`config.mk`:
```
export PLATFORM = sky130hd
export DESIGN_NAME = icv_queue
export DESIGN_NICKNAME = d
export VERILOG_FILES = /design/src/rtl/icv_pkg.sv /design/src/rtl/icv_queue.sv
export SDC_FILE = /design/constraint.sdc
export NUM_CORES = 1
export LEC_CHECK = 0
export BUFFER_PORTS_ARGS = -buffer_cell sky130_fd_sc_hd__buf_2
export CAP_MARGIN = 40
export CORE_MARGIN = 5
export CORE_UTILIZATION = 55
export DETAILED_ROUTE_END_ITERATION = 8
export HOLD_SLACK_MARGIN = 0.12
export PLACE_DENSITY = 0.89
export SYNTH_ARGS = -nofsm -noshare
export SYNTH_HDL_FRONTEND = slang
export SYNTH_SLANG_ARGS = --single-unit
export TNS_END_PERCENT = 20
```
`constraint.sdc`:
```
create_clock -name i_clk -period 9.7 [get_ports i_clk]
set_clock_uncertainty 0.05 [all_clocks]
set_input_delay 1.94 -clock i_clk [delete_from_list [all_inputs] [get_ports i_clk]]
set_output_delay 1.94 -clock i_clk [all_outputs]
set_load 0.02 [all_outputs]
```
`src/rtl/icv_pkg.sv`:
```
// Shared types, constants and helpers for the 3x3 window convolution block.
// No dependencies; used by every module of the block.
package icv_pkg;

    localparam int PIX_W      = 8;
    localparam int CH_N       = 3;
    localparam int PIXV_W     = PIX_W * CH_N;
    localparam int COEF_W     = 16;
    localparam int PROD_W     = PIX_W + 1 + COEF_W;
    localparam int CSUM_W     = PROD_W + 4;
    localparam int RES_W      = 30;
    localparam int CRD_W      = 10;
    localparam int GEO_W      = 12;
    localparam int CFG_IDX_W  = 3;
    localparam int CFG_DATA_W = 48;
    localparam int DIM_W      = 11;
    localparam int QDEPTH     = 4;
    localparam int QPTR_W     = 2;

    // Register map of the configuration port
    typedef enum logic [CFG_IDX_W-1:0] {
        CFG_WIDTH    = 3'd0,
        CFG_HEIGHT   = 3'd1,
        CFG_COEF_TOP = 3'd2,
        CFG_COEF_MID = 3'd3,
        CFG_COEF_BOT = 3'd4,
        CFG_PRESERVE = 3'd5,
        CFG_CHANNELS = 3'd6
    } t_cfg_idx;

    typedef logic [PIXV_W-1:0] t_pix;
    // Window indexed [column][row], row 0 is the oldest row
    typedef t_pix [2:0][2:0] t_win;

    typedef struct packed {
        logic [CFG_DATA_W-1:0] coef_top;
        logic [CFG_DATA_W-1:0] coef_mid;
        logic [CFG_DATA_W-1:0] coef_bot;
        logic                  preserve;
        logic [1:0]            channels;
    } t_kcfg;

    // One classified pixel: its window and the set of results it causes
    typedef struct packed {
        t_win             win;
        logic [3:0]       mask;
        logic [GEO_W-1:0] col;
        logic [GEO_W-1:0] row;
    } t_qent;

    // Clamped index used on the right or bottom edge
    function automatic logic [1:0] edge_sel(input logic [1:0] j);
        return (j == 2'd0) ? 2'd1 : 2'd2;
    endfunction

endpackage

```
`src/rtl/icv_queue.sv`:
```
// Short queue between the front end and the back end.
// Depends on icv_pkg for the entry type and depth.
module icv_queue (
    input  logic           i_clk,
    input  logic           i_rst_n,
    input  logic           i_push,
    input  icv_pkg::t_qent i_data,
    output logic           o_full,
    input  logic           i_pop,
    output logic           o_valid,
    output icv_pkg::t_qent o_data
);
    localparam int PW = icv_pkg::QPTR_W;

    icv_pkg::t_qent r_ent [icv_pkg::QDEPTH];
    logic [PW-1:0]  r_wp, r_rp;
    logic [PW:0]    r_cnt;

    assign o_full  = r_cnt == (PW+1)'(icv_pkg::QDEPTH);
    assign o_valid = r_cnt != '0;
    assign o_data  = r_ent[r_rp];

    // Track pointers and fill level
    always_ff @(posedge i_clk) begin
        if (!i_rst_n) begin
            r_wp  <= '0;
            r_rp  <= '0;
            r_cnt <= '0;
        end else begin
            if (i_push) begin
                r_wp <= r_wp + PW'(1);
            end
            if (i_pop) begin
                r_rp <= r_rp + PW'(1);
            end
            if (i_push && !i_pop) begin
                r_cnt <= r_cnt + (PW+1)'(1);
            end else if (!i_push && i_pop) begin
                r_cnt <= r_cnt - (PW+1)'(1);
            end
        end
    end

    // Store entries
    always_ff @(posedge i_clk) begin
        if (i_push) begin
            r_ent[r_wp] <= i_data;
        end
    end

endmodule

```
==> results of run 1 <==
[power groups by stage]
stage | Combinational [µW] | Sequential, µW | Clock, µW
global route | 1080 | 4970 | 3810
floorplan | 652 | 5060 | 0
detailed placement | 1020 | 5040 | 0
CTS | 1030 | 4960 | 3600
global placement | 983 | 5030 | 0
finish | 1020 | 4960 | 3530
[metrics by stage]
step | instance area [µm²] | setup slack (ns) | instances | util [%]
2_1_floorplan | 35630 | 1.557 | 1317 | -
3_3_place_gp | 38980 | 5.212 | 2623 | 60.58
3_5_place_dp | 39120 | 5.293 | 2628 | 60.79
4_1_cts | 42120 | 4.579 | 2799 | 65.46
5_1_grt | 42160 | 4.373 | 2813 | 65.51
6_report | 42170 | 4.665 | 2820 | 65.54
[flip-flops by register name (all words and copies together), names as in the netlist, named ones only]
| register | cells |
|---|---|
| r_wp | 2 |
| r_cnt | 3 |
| r_ent | 976 |
| r_rp | 2 |
[logic make-up after synthesis]
kind of cell               Yosys count
buffers and inverters               58
muxes                              246
AOI/OAI and AO/OA                    2
DFF                                985
adders and majority gates            6
xor gates and xnor gates             5
and+or+nand+nor                     15
[routing by layer]
layer | share of wire, % | vias up | GRT usage, % | wire length [µm]
met5 | 0.16 | - | 0 | 126
met4 | 2.9 | 20 | 7.650 | 2348
met3 | 9.6 | 159 | 6.980 | 7688
met2 | 53 | 930 | 38.38 | 42460
met1 | 34 | 8713 | 27.78 | 27360
li1 | - | 6873 | - | -
[worst paths after layout]
check / startpoint / to / slack (ns) / cells past startpoint
hold / removal: r_cnt[2]$_SDFFE_PN0P_ / r_cnt[2]$_SDFFE_PN0P_ / 0.50 / 2
setup / recovery: flip-flop / o_data[200] / 4.67 / 3
setup reg to reg: r_wp[0]$_SDFFE_PN0P_ / r_ent[0][165]$_DFFE_PP_ / 7.06 / 4
hold reg to reg: r_cnt[2]$_SDFFE_PN0P_ / r_cnt[2]$_SDFFE_PN0P_ / 0.50 / 2
[worst max-delay path, cell delays in order, from the launching register on]
cell and delay [ns]:
dfxtp_4 0.68, buf_12 0.57, mux4_2 0.66, buf_2 0.19
[layout by cell type, fill, tap and decap left out, drive strengths merged]
cell type / n
a21boi: 1
and2: 9
buf: 510
bufinv: 6
clkbuf: 116
clkinv: 40
clkinvlp: 4
dfxtp: 9
diode: 21
edfxtp: 976
fa: 1
ha: 5
inv: 9
mux2i: 2
mux4: 244
nand2: 1
nor2b: 2
nor3b: 1
o21ai: 1
or3: 2
xnor2: 2
xor2: 3
[layout make-up]
cell class / instances / area, µm²
Multi-Input combinational cell: 274 / 5757
Antenna cell: 21 / 52.55
Fill cell: 3848 / 22180
Timing Repair Buffer: 510 / 2783
Tap cell: 855 / 1070
Clock inverter: 55 / 493.0
Inverter: 4 / 15.01
Sequential cell: 985 / 29500
Clock buffer: 116 / 2507
==> metrics.txt, run 1 <==
status=complete, no violations; worst hold margin=0.4999 ns; nets=~2100; Syn Area/Cell=around 27 µm²; share of cells above drive strength 1=45.88%; Slew HR=27.38%; Longest Clk Path Bufs=3; startpoint types=flip-flop; drt wl/cell=28.36 µm; DR pass1 iterations=5; Comb pwr share=10.7%; HP Class=reg -> reg; Worst-Margin Slew=1.089 ns; Yosys top cell area share=82.26%; Core Rows=93; number of setup violations in the final report=0; I/O pins=494; switching portion of total power=23.32%; CTS tree=done; Crit Path Category=reg -> out; internal power=7300 µW; Port Buffers=493; post-synthesis simple-gate area fraction=0.2599%; Die H=approximately 260 µm; ys async rst share=0%; post-synth cell types=19; Initial Utilization=approximately 55%; GPL Wtd Cong=0.7771; Sink Count=985; count leader, synth=edfxtp_1; post-synthesis mux area share=between 10% and 20%; Synth-to-Final Area Change=18.37%; worst vdd ir=0.1940 mV; clk root buf=clkbuf_16; die area=0.06997 mm²; sequential area share after synthesis=82.77%; WP data arrival=3.04 ns; Overall Power=9519 µW; Post-Syn Area=0.03563 mm²; number of global-route vias before repair=18030; overall via count from detail_route=16700; first-pass GRT wire length=117200 µm; syn nets=1571; Post-Synth XOR/XNOR Area=less than 1%; ranking of synthesized cells by area=edfxtp_1 82%, mux4_2 15%, buf_6 0.60%; final hold violations=0; Flop pwr share=52.2%; Die W=264.5 µm; Synth area leader=edfxtp_1; RSZ-0062 raised after global routing=no; largest family of logic cells by synthesized area=multiplexers; detailed-route DRC error count=0; Clk network pwr share=37.1%; Pleak=0.01406 µW; hold buffers post-CTS=0; fmax=between 150 and 200 MHz; fin crit share=between 50% and 60%; Final Slew Violations=0; Syn Inst Count=1317; Sw Pwr=around 2200 µW; adder-cell area share of the yosys netlist=less than 1%; largest net degree at the start of global routing=roughly 140; setup TNS=0 ns; number of synthesized flops with an enable pin=976; minimum clock period=5.035 ns; Synth Register Bits=985; total grt overflow=0; CTS H-tree lvls=3; Final HPWL DP=46440 µm; prevailing post-synth register cell=edfxtp_1; Compound-Gate Fraction of Synth Area=less than 1%; Critical Path Sink Type=output port; CTS resizes=0; initial DRC count=1800; Power Density=225.7 mW/mm²; yosys warns=0; Synth top cells by count=976 x edfxtp_1, 244 x mux4_2, 26 x buf_2; worst-path fanout max=between 100 and 150; core area=between 0.06 and 0.07 mm²; CTS buffer count=94; total track usage=22.48%; vias per inst=5.920; Critical Path RT=7.71 ns; Clk Latency, worst-skew pair=0.61 ns; number of max-cap violations=0; Clk pin slew, worst setup/hold paths=0.06 ns; Post-Route WL=between 70000 and 80000 µm; buffer count from post-CTS setup fixing=0; post-route ant nets=0; antenna violations before repair=31
Note: power is estimated with default switching activity, not from simulation.
==> run 2: changes to the inputs <==
==> constraint.sdc (replaced) <==
create_clock -name i_clk -period 4.9 [get_ports i_clk]
set_clock_uncertainty 0.05 [all_clocks]
set_input_delay 0.98 -clock i_clk [delete_from_list [all_inputs] [get_ports i_clk]]
set_output_delay 0.98 -clock i_clk [all_outputs]
set_load 0.02 [all_outputs]
==> run 2 against run 1 <==
Sequential power rose by 98%; wire length rose by 1.3%; register-to-register slack got worse by 4.5 ns; largest cell class unchanged; largest power group unchanged.
==> metrics.txt, run 2 (synthesis results as in run 1) <==
Synth-to-Final Area Change=19.72% (was 18.37%); crit-path max cell delay=0.88 ns (was 0.68 ns); minimum clock period=3.805 ns; max FFs per register=976 (unchanged); hold buffers post-CTS=0 (unchanged); fin crit share=77.65%; nets=2164 (was 2123); Die H=264.5 µm (unchanged); buffer count from post-CTS setup fixing=0 (unchanged); Final Slew Violations=0 (unchanged); Post-Route WL=81040 µm (was 79980 µm); clk root buf=clkbuf_16 (unchanged); startpoint types=flip-flop (unchanged); DR pass1 iterations=8 (was 5); Top Registers=r_ent x976, r_cnt x3 (unchanged); CTS resizes=0 (unchanged); Die W=264.5 µm (unchanged); Clk Latency, worst-skew pair=0.62 ns (was 0.61 ns); WP data arrival=2.77 ns (was 3.04 ns); Initial Utilization=55.37% (unchanged); Final HPWL DP=50390 µm (was 46440 µm); number of setup violations in the final report=0 (unchanged); detailed-route DRC error count=0 (unchanged); HP Class=reg -> reg (unchanged); placed insts=2668 (was 2628); Power Density=445.8 mW/mm² (was 225.7 mW/mm²); overall via count from detail_route=16970 (was 16700); final hold violations=0 (unchanged); CP Cell Sequence=buf_4 -> mux4_2 -> buf_2 (was buf_12 -> mux4_2 -> buf_2); Core Rows=93 (unchanged); worst setup margin=1.095 ns (was 4.665 ns); Critical Path Sink Type=output port (unchanged); setup TNS=0 ns (unchanged); fmax=between 200 and 300 MHz; Multi-input gate area=0.005757 mm² (unchanged); worst-path fanout max=35 (was 111); number of global-route vias before repair=18170 (was 18030); Slew HR=43.20% (was 27.38%); vias per inst=5.942 (was 5.920); total grt overflow=0 (unchanged); status=complete, no violations (unchanged); slowest cell on the critical path=dfxtp_4 (unchanged); Worst-Margin Slew=0.8520 ns (was 1.089 ns); worst hold margin=0.4772 ns (was 0.4999 ns); Clk pin slew, worst setup/hold paths=0.06 ns (about the same); CTS tree=done (unchanged); drt wl/cell=28.37 µm (was 28.36 µm); leading cell types in the layout, fill and taps excluded=976 x edfxtp_1, 493 x buf_2, 244 x mux4_2 (unchanged); Pleak=0.01432 µW (was 0.01406 µW); antenna violations before repair=20 (was 31); GPL Wtd Cong=0.7764 (was 0.7771); Post-Layout Cell Count=2856 (was 2820); worst vdd ir=0.3644 mV (was 0.1940 mV); most common cell after layout, fill and taps aside=edfxtp_1 (unchanged); post-route ant nets=0 (unchanged); storage element area=0.02950 mm² (unchanged); Crit Path Category=reg -> out (unchanged); largest net degree at the start of global routing=71 (was 137); I/O pins=494 (unchanged); RSZ-0062 raised after global routing=no (unchanged); share of cells above drive strength 1=46.78% (was 45.88%); Critical Path RT=3.87 ns (was 7.71 ns); core area=0.06435 mm² (unchanged); CTS buffer count=95 (was 94); CTS H-tree lvls=3 (unchanged); total track usage=22.97% (was 22.48%); Longest Clk Path Bufs=3 (unchanged); initial DRC count=1934 (was 1800); Port Buffers=493 (unchanged); number of max-cap violations=0 (unchanged); first-pass GRT wire length=120500 µm (was 117200 µm); Biggest register=r_ent (unchanged); Sink Count=985 (unchanged); Filler cells=3755 (was 3848); worst slack, placed=1.736 ns (was 5.293 ns); die area=0.06997 mm² (unchanged)
[run 2: path summary, 6_finish.rpt]
path	start	to	slack [ns]	depth (start not counted)
worst max-delay path	flip-flop	o_data[95]	1.10	3
worst min register to register	r_cnt[2]$_SDFFE_PN0P_	r_cnt[2]$_SDFFE_PN0P_	0.48	2
worst min-delay path	r_cnt[2]$_SDFFE_PN0P_	r_cnt[2]$_SDFFE_PN0P_	0.48	2
worst max register to register	r_wp[1]$_SDFFE_PN0P_	r_ent[1][143]$_DFFE_PP_	2.59	4
[run 2: area by class of cell]
type | count | area share [%]
clock buffers | 120 | 5.893
diodes | 15 | 0.08800
clock inverters | 53 | 1.226
well taps | 855 | 2.508
flip-flops and latches | 985 | 69.15
repair buffers | 550 | 7.603
multi-input cells | 274 | 13.50
inverters | 4 | 0.03520
[run 2: power by group]
group	internal (µW)	switching, µW	total, µW	leakage, µW
logic	829	1260	2090	0.00380
registers	9690	139	9830	0.00904
clock network	4070	3030	7100	0.00148
total	14600	4430	19000	0.0143
[run 2: routing by layer]
layer	global-route usage, %	part of all wire (%)
met1	29.27	35
met2	39.75	53
met3	6.135	9.0
met4	6.378	2.3
met5	0	0.099
[run 2: critical path, delay by kind of cell (launching register included)]
family	cells	cell delay, ns
flops	1	0.88
buf+inv	2	0.63
mux	1	0.59
[run 2: per-stage QoR]
stage               util [%]  power, µW  cell area (µm²)
floorplan                  -      11280            35630
global placement       61.35      11960            39480
detailed placement     61.51      12080            39580
CTS                    66.23      19170            42620
global route           66.26      19700            42630
finish                 66.29      19020            42650
==> run 3: changes to the inputs <==
==> constraint.sdc (replaced) <==
create_clock -name i_clk -period 3.92 [get_ports i_clk]
set_clock_uncertainty 0.05 [all_clocks]
set_input_delay 0.784 -clock i_clk [delete_from_list [all_inputs] [get_ports i_clk]]
set_output_delay 0.784 -clock i_clk [all_outputs]
set_load 0.02 [all_outputs]
==> run 3 against run 2 <==
Wire length up 1.8%; design area up 0.20%; cell count up 0.84%; critical path type unchanged; critical endpoint is now o_data[179].
==> metrics.txt, run 3 (synthesis results as in run 1) <==
status=complete, no violations (unchanged); slowest cell on the critical path=dfxtp_4 (unchanged); Post-Route WL=82500 µm (was 81040 µm); final instance area=0.04274 mm² (was 0.04265 mm²); largest net degree at the start of global routing=67 (was 71); drt wl/cell=28.65 µm (was 28.37 µm); GPL Wtd Cong=0.7984 (was 0.7764); most common cell after layout, fill and taps aside=edfxtp_1 (unchanged); worst slack, placed=1.074 ns (was 1.736 ns); worst-path fanout max=47 (was 35); Hold Startpoint=i_data[75] (was r_cnt[2]$_SDFFE_PN0P_); overall via count from detail_route=17120 (was 16970); antenna violations before repair=31 (was 20); first-pass GRT wire length=121500 µm (was 120500 µm); worst hold margin=0.3017 ns (was 0.4772 ns); Port Buffers=493 (unchanged); Critical Path RT=3.09 ns (was 3.87 ns); Crit Path Category=reg -> out (unchanged); CP Cell Sequence=buf_12 -> mux4_2 -> buf_2 (was buf_4 -> mux4_2 -> buf_2); Die W=264.5 µm (unchanged); Buf+Inv Stages, Crit Path=2 (unchanged); DR pass1 iterations=6 (was 8); Clk pin slew, worst setup/hold paths=0.07 ns (was 0.06 ns); vias per inst=5.945 (was 5.942); CTS buffer count=95 (unchanged); Die H=264.5 µm (unchanged); storage element area=0.02950 mm² (unchanged); Synth-to-Final Area Change=19.96% (was 19.72%); CTS tree=done (unchanged); nets=2178 (was 2164); Biggest register=r_ent (unchanged); Slew HR=43.72% (was 43.20%); initial DRC count=1724 (was 1934); total grt overflow=0 (unchanged); Worst R2R Start=r_wp[1]$_SDFFE_PN0P_ (unchanged); fin crit share=about nine tenths; fmax=288.3 MHz; Clk Latency, worst-skew pair=0.63 ns (was 0.62 ns); final hold violations=0 (unchanged); HP Class=in -> reg (was reg -> reg); clk root buf=clkbuf_16 (unchanged); Pleak=0.01441 µW (was 0.01432 µW); Initial Utilization=55.37% (unchanged); CP delay by family, top=flip-flops (unchanged); buffer count from post-CTS setup fixing=0 (unchanged); number of max-cap violations=0 (unchanged); number of global-route vias before repair=18290 (was 18170); Critical Path Sink Type=output port (unchanged); Endpoint, Worst Hold=r_ent[2][75]$_DFFE_PP_ (was r_cnt[2]$_SDFFE_PN0P_); Core Rows=93 (unchanged); Filler cells=3808 (was 3755); CTS resizes=0 (unchanged); number of setup violations in the final report=0 (unchanged); leading cell types in the layout, fill and taps excluded=976 x edfxtp_1, 493 x buf_2, 244 x mux4_2 (unchanged); max FFs per register=976 (unchanged); RSZ-0062 raised after global routing=no (unchanged); Longest Clk Path Bufs=3 (unchanged); worst setup margin=0.4516 ns (was 1.095 ns); crit-path max cell delay=0.72 ns (was 0.88 ns); Worst Hold Depth=1 (was 2); total track usage=23.37% (was 22.97%); flop-to-flop setup slack=1.85 ns (was 2.59 ns); Multi-input gate area=0.005757 mm² (unchanged); Top Registers=r_ent x976, r_cnt x3 (unchanged); worst vdd ir=0.5304 mV (was 0.3644 mV); startpoint types=flip-flop (unchanged); CTS H-tree lvls=3 (unchanged); Final HPWL DP=51200 µm (was 50390 µm); Worst R2R End=r_ent[1][160]$_DFFE_PP_ (was r_ent[1][143]$_DFFE_PP_); I/O pins=494 (unchanged); Power Density=560.9 mW/mm² (was 445.8 mW/mm²); core area=0.06435 mm² (unchanged); post-route ant nets=0 (unchanged); detailed-route DRC error count=0 (unchanged); die area=0.06997 mm² (unchanged); hold buffers post-CTS=0 (unchanged); minimum clock period=3.468 ns; share of cells above drive strength 1=47.48% (was 46.78%); Worst-Margin Slew=0.8442 ns (was 0.8520 ns); placed inst area=0.03956 mm² (was 0.03958 mm²); number of cells on the worst reg-to-reg path=4 (unchanged); Sink Count=985 (unchanged); WP data arrival=2.63 ns (was 2.77 ns); Final Slew Violations=0 (unchanged)
-- run 3: cell count changes in the layout (fill, tap and decap cells not counted), sizes merged --
cell    change
diode       +7
inv         +2
clkinv      +6
clkbuf      -7
buf        +14
bufinv      +2
-- run 3: metal layers --
layer	global-route usage, %	part of all wire [%]
met5	0	0.16
met4	6.755	2.6
met3	6.803	9.2
met2	40.69	53
met1	29.01	35
-- run 3: how the worst max path moves through the flow --
stage / cells after the start / slack (ns) / from / to
2_1_floorplan: 1 / -0.34 / i_push / r_ent[3][0]$_DFFE_PP_
3_3_place_gp: 3 / 1.11 / flip-flop / o_data[179]
3_5_place_dp: 3 / 1.07 / flip-flop / o_data[234]
4_1_cts: 3 / 0.37 / flip-flop / o_data[66]
5_1_grt: 3 / 0.28 / flip-flop / o_data[68]
6_report: 3 / 0.45 / flip-flop / o_data[179]
-- run 3: report_power, final --
group          switching, µW  internal [µW]
logic                   1590           1020
registers                178          12100
clock network           3880           5200
-- run 3: final cells by class --
class / count / area share, %
antenna: 22 / 0.1288
clock buffer: 113 / 5.770
clock inverter: 63 / 1.534
inverter: 4 / 0.03513
multi-input combinational: 274 / 13.47
sequential: 985 / 69.01
tap: 855 / 2.503
timing repair buffer: 564 / 7.547
-- run 3: metrics by stage --
step           instances  setup TNS (ns)  utilization [%]  power [µW]
6_report            2880               0            66.42       23970
5_1_grt             2873               0            66.39       24790
4_1_cts             2858               0            66.33       24140
3_5_place_dp        2682               0            61.48       15080
3_3_place_gp        2682               0            61.48       14950
2_1_floorplan       1317         -164.47                -       14050
